File: config.mk
export PLATFORM = sky130hd
export DESIGN_NAME = clmt_ctrl
export DESIGN_NICKNAME = d
export VERILOG_FILES = /design/src/design/clmt_pkg.sv /design/src/design/clmt_ctrl.sv
export SDC_FILE = /design/constraint.sdc
export NUM_CORES = 1
export LEC_CHECK = 0
export BUFFER_PORTS_ARGS = -buffer_cell sky130_fd_sc_hd__buf_4
export CORE_AREA = 8 8 45 47
export DETAILED_ROUTE_END_ITERATION = 16
export DIE_AREA = 0 0 53 55
export GPL_TIMING_DRIVEN = 0
export PLACE_DENSITY = 0.56
export SLEW_MARGIN = 20
export SYNTH_ARGS = -nofsm -noshare
export SYNTH_HDL_FRONTEND = slang
export SYNTH_SLANG_ARGS = --single-unit
export TNS_END_PERCENT = 20
File: constraint.sdc
create_clock -name aclk -period 3.2 [get_ports aclk]
set_input_delay 0.32 -clock aclk [delete_from_list [all_inputs] [get_ports aclk]]
set_output_delay 0.32 -clock aclk [all_outputs]
set_load 0.05 [all_outputs]
File: src/design/clmt_pkg.sv
// clmt_pkg: shared types and codes of the cell list membership table.
// Used by clmt_ctrl, clmt_dpath and cell_list_membership_table.
// No dependencies.
package clmt_pkg;

    // Default sizing of the storage
    localparam int DEF_MAX_PARTICLES = 1024;
    localparam int DEF_GRID_X        = 16;
    localparam int DEF_GRID_Y        = 16;

    // Command codes of an input item
    localparam logic [1:0] CMD_PLACE = 2'd0;
    localparam logic [1:0] CMD_HEAD  = 2'd1;
    localparam logic [1:0] CMD_LINKS = 2'd2;

    // Result status codes
    localparam logic [1:0] STAT_OK    = 2'd0;
    localparam logic [1:0] STAT_RANGE = 2'd1;
    localparam logic [1:0] STAT_LINK  = 2'd2;

    // Configuration register indexes
    localparam logic [1:0] CFG_BOXES_X        = 2'd0;
    localparam logic [1:0] CFG_BOXES_Y        = 2'd1;
    localparam logic [1:0] CFG_PARTICLE_COUNT = 2'd2;

    // Configuration reset values
    localparam logic [4:0]  RST_BOXES_X        = 5'd16;
    localparam logic [4:0]  RST_BOXES_Y        = 5'd16;
    localparam logic [10:0] RST_PARTICLE_COUNT = 11'd1024;

    typedef struct packed {
        logic [4:0]  boxes_x;
        logic [4:0]  boxes_y;
        logic [10:0] particle_count;
    } cfg_t;

    // Per-particle box entry: placed bit and box coordinates
    typedef struct packed {
        logic       placed;
        logic [3:0] x;
        logic [3:0] y;
    } pbox_t;

    // Controller to datapath
    typedef struct packed {
        logic clear;        // clearing sweep step
        logic load_item;    // capture accepted item
        logic look;         // read head[new box] and particle entries
        logic eval;         // capture head of new box
        logic rd_ob;        // read head[old box]
        logic check;        // link check and unlink writes
        logic push;         // push at new box head
        logic fixup;        // back link of the old head
        logic load_result;  // load the output register
    } clmt_cmd_t;

    // Datapath to controller
    typedef struct packed {
        logic clear_last;
        logic range_bad;
        logic is_place;
        logic placed;
        logic same_box;
        logic link_bad;
    } clmt_stat_t;

endpackage

File: src/design/clmt_ctrl.sv
// clmt_ctrl: sequencing state machine of the cell list membership table.
// Depends on clmt_pkg; drives clmt_dpath through clmt_cmd_t.
module clmt_ctrl (
    input  logic                aclk,
    input  logic                aresetn,
    input  logic                s_valid,
    output logic                s_ready,
    output logic                m_valid,
    input  logic                m_ready,
    output clmt_pkg::clmt_cmd_t cmd,
    input  clmt_pkg::clmt_stat_t st
);

    typedef enum logic [2:0] {
        S_CLEAR,
        S_IDLE,
        S_LOOK,
        S_EVAL,
        S_CHECK,
        S_PUSH,
        S_FIXUP,
        S_DONE
    } state_t;

    state_t state_reg, state_next;
    logic   m_valid_reg, m_valid_next;
    logic   out_free;

    assign out_free = !m_valid_reg || m_ready;
    assign s_ready  = (state_reg == S_IDLE);
    assign m_valid  = m_valid_reg;

    always_comb begin
        state_next   = state_reg;
        cmd          = '0;
        m_valid_next = m_valid_reg && !m_ready;
        unique case (state_reg)
            S_CLEAR: begin
                cmd.clear = 1'b1;
                if (st.clear_last) state_next = S_IDLE;
            end
            S_IDLE: begin
                if (s_valid) begin
                    cmd.load_item = 1'b1;
                    state_next    = S_LOOK;
                end
            end
            S_LOOK: begin
                cmd.look   = 1'b1;
                state_next = S_EVAL;
            end
            S_EVAL: begin
                cmd.eval = 1'b1;
                if (st.range_bad || !st.is_place || (st.placed && st.same_box)) begin
                    state_next = S_DONE;
                end else if (!st.placed) begin
                    state_next = S_PUSH;
                end else begin
                    cmd.rd_ob  = 1'b1;
                    state_next = S_CHECK;
                end
            end
            S_CHECK: begin
                cmd.check  = 1'b1;
                state_next = st.link_bad ? S_DONE : S_PUSH;
            end
            S_PUSH: begin
                cmd.push   = 1'b1;
                state_next = S_FIXUP;
            end
            S_FIXUP: begin
                cmd.fixup  = 1'b1;
                state_next = S_DONE;
            end
            S_DONE: begin
                if (out_free) begin
                    cmd.load_result = 1'b1;
                    m_valid_next    = 1'b1;
                    state_next      = S_IDLE;
                end
            end
            default: state_next = S_CLEAR;
        endcase
    end

    always_ff @(posedge aclk) begin
        if (!aresetn) begin
            state_reg   <= S_CLEAR;
            m_valid_reg <= 1'b0;
        end else begin
            state_reg   <= state_next;
            m_valid_reg <= m_valid_next;
        end
    end

endmodule

==> impl_metrics.sql <==
INSERT INTO impl_metrics (metric_group, metric, value, unit) VALUES
('critical_path', 'timing.critical_path.slowest_stage_cell', 'sky130_fd_sc_hd__dfxtp_1', ''),
('clock_network', 'post_cts_buffers', '0', ''),
('floorplanning', 'die_area', '2920', 'um^2'),
('synthesis', 'syn-cell-area', '325', 'um^2'),
('power', 'comb_power_share', '41.2', '%'),
('sta', 'final.setup.worst_slack', '1.46', 'ns'),
('power', 'seqPwrFrac', '28.5', '%'),
('critical_path', 'crit_family', 'simple AND/OR/NAND/NOR gates', ''),
('critical_path', 'critical_path.cell_chain', 'nand4bb_1 > nor3b_2 > and2_1 > buf_4', ''),
('synthesis', 'postSynthNetCount', '51', ''),
('clock_network', 'tritoncts', 'done', ''),
('sta', 'fin_setup_tns', '0', 'ns'),
('sta', 'maximum_clock_frequency', '0.575', 'GHz'),
('sta', 'fin_crit', '1.74', 'ns'),
('clock_network', 'insertion_delay', '0.24', 'ns'),
('floorplanning', 'floorplan.rows', '14', ''),
('power', 'relative_contribution_of_the_clock_network_to_total_power', '30.3', '%'),
('placement', 'pre_cts_slack', '1.66', 'ns'),
('critical_path', 'path_buf_inv', '1', ''),
('sta', 'slew_violations', '0', ''),
('clock_network', 'clkSlewWorstSetupHoldPaths', '0.04', 'ns'),
('global_routing', 'grt_start_max_net_pins', '11', ''),
('global_routing', 'global_route.overflow_total', '0', ''),
('sta', 'tightestPinTransition', '0.225', 'ns'),
('synthesis', 'syn_inst', '41', ''),
('drt', 'detail_route.wl_per_cell', '12.3', 'um'),
('cells_and_area', 'largest_reg_flops', '3', ''),
('floorplanning', 'die_height', '55', 'um'),
('global_routing', 'grt_first_pass_wirelength', '1590', 'um'),
('synthesis', 'post-synth-top-area-fraction', '24.6', '%'),
('power', 'power-per-cell-area', '406', 'nW/um^2'),
('synthesis', 'yosysWarnings', '0', ''),
('cells_and_area', 'multi_input_area', '224', 'um^2'),
('cells_and_area', 'antenna_cells', '0', ''),
('cells_and_area', 'finalNetCount', '76', ''),
('drt', 'drtPass1Iterations', '2', ''),
('drt', 'ant_nets', '0', ''),
('synthesis', 'yosys-top-cells-count', '4 x sky130_fd_sc_hd__a21oi_1, 4 x sky130_fd_sc_hd__dfxtp_1, 4 x sky130_fd_sc_hd__nor2_1', ''),
('sta', 'timing.final.hold_violations', '0', ''),
('drt', 'wire_length_after_detailed_routing', '983', 'um'),
('drt', 'detailed_route_iter0_violations', '6', ''),
('synthesis', 'post-synth-top-area-cell', 'sky130_fd_sc_hd__dfxtp_1', ''),
('sta', 'fin_worst_hold_slack', '0.366', 'ns'),
('min_path', 'hold_path_class', 'primary input to flop', ''),
('power', 'power.net_switching', '0.0809', 'mW'),
('synthesis', 'yosys_most_used_dff', 'sky130_fd_sc_hd__dfxtp_1', ''),
('status', 'run_status', 'finished clean', ''),
('synthesis', 'netlist-cell-type-count', '24', ''),
('placement', 'hpwlAfterDp', '754', 'um'),
('drt', 'vias', '381', ''),
('critical_path', 'r2r_slack', '2.11', 'ns'),
('synthesis', 'ys_ff_latch', '4', ''),
('clock_network', 'cts_root_buffer', 'sky130_fd_sc_hd__clkbuf_4', ''),
('clock_network', 'clk_path_buf_depth', '2', ''),
('floorplanning', 'floorplan.die.width', '53', 'um'),
('sta', 'finalClockSkew', '0.000144', 'ns'),
('critical_path', 'worstSetupEndpointType', 'output port', ''),
('clock_network', 'postCtsHoldBufs', '0', ''),
('sta', 'setup_viol_count_final', '0', ''),
('global_routing', 'grt_pass1_vias', '381', ''),
('power', 'power.static_leakage', '0.243', 'nW'),
('synthesis', 'synthArstFlopShare', '0', '%'),
('synthesis', 'synth.yosys.seq_area_share', '24.6', '%'),
('cells_and_area', 'filler_cells', '154', ''),
('sta', 'timing.max_slew.rel_slack', '85.0', '%'),
('cells_and_area', 'area_growth_syn_to_layout', '59.2', '%'),
('synthesis', 'synthesis.area_per_instance', '7.93', 'um^2'),
('sta', 'rsz0062_at_grt', 'false', ''),
('drt', 'routed_via_density', '4.76', ''),
('critical_path', 'worstPathRequired', '2.88', 'ns'),
('critical_path', 'critical-path-max-stage-delay', '0.43', 'ns');
## final timing paths
kind / start / end / cells after the start
worst min-delay path: aresetn / state_reg[1] / 3
worst max register to register: state_reg[2] / state_reg[0] / 3
worst max-delay path: state_reg[0] / cmd[4] / 4
worst min register to register: m_valid / m_valid / 3
## per-layer routing
metal	vias to the layer above	track usage [%]	wire, um
met4	0	6.47	15
met3	2	4.55	119
met5	-	0	0
li1	198	-	-
met2	18	10.2	411
met1	163	7.74	435
## through the flow
stage | util (%) | cells | cell area, um^2
after global routing | 37.4 | 80 | 518
after floorplan | - | 41 | 325
after CTS | 37.4 | 80 | 518
after global placement | 35.8 | 77 | 495
final | 37.4 | 80 | 518
after detailed placement | 35.8 | 77 | 495
## final cells by class
cell class	count	area share (%)
clock buffer	3	4.35
tap	16	3.86
multi-input combinational	33	43.2
inverter	1	0.725
sequential	4	15.5
timing repair buffer	20	29.0
buffer	3	3.38
## power by group through the flow
stage	registers, mW	logic (mW)	clock network [mW]
5_1_grt	0.0609	0.0924	0.0739
4_1_cts	0.0600	0.0877	0.0669
2_1_floorplan	0.0588	0.0601	0
3_5_place_dp	0.0607	0.0872	0
3_3_place_gp	0.0610	0.0871	0
6_report	0.0599	0.0866	0.0636
## tightest hold or removal path: cells and delay by family
family / cells / cell delay (ns)
AND/OR/NAND/NOR: 1 / 0.09
buffers and inverters: 1 / 0.09
AO/OA/AOI/OAI: 1 / 0.07
## kinds of logic (layout without fill, tap and decap cells)
kind of cell	after synthesis	count (layout)	share of synthesized area, %
buf+inv	4	27	6.54
compound gates	9	9	18.1
flops	4	4	24.6
simple gates	24	24	50.8
## placed cells by master (no fill, tap or decap)
master	netlist	final
sky130_fd_sc_hd__nand4b_1	1	1
sky130_fd_sc_hd__o21ai_0	1	1
sky130_fd_sc_hd__nor2b_1	1	1
sky130_fd_sc_hd__nand4bb_1	1	1
sky130_fd_sc_hd__nand2_1	3	3
sky130_fd_sc_hd__dfxtp_1	4	4
sky130_fd_sc_hd__and2_1	2	2
sky130_fd_sc_hd__nor4b_2	1	1
sky130_fd_sc_hd__a211oi_2	1	1
sky130_fd_sc_hd__nor3b_1	2	2
sky130_fd_sc_hd__and2b_1	1	1
sky130_fd_sc_hd__clkbuf_4	1	4
sky130_fd_sc_hd__nor3_1	2	2
sky130_fd_sc_hd__nand3_1	1	1
sky130_fd_sc_hd__nor3b_2	2	2
sky130_fd_sc_hd__o31ai_1	1	1
sky130_fd_sc_hd__a21oi_1	4	4
sky130_fd_sc_hd__a21boi_1	1	1
sky130_fd_sc_hd__inv_1	1	1
sky130_fd_sc_hd__or3_1	2	2
sky130_fd_sc_hd__nor2_1	4	4
sky130_fd_sc_hd__buf_2	2	2
sky130_fd_sc_hd__buf_4	0	20
sky130_fd_sc_hd__a31oi_1	1	1
sky130_fd_sc_hd__and3b_2	1	1
Power figures use the tool's default switching activity.
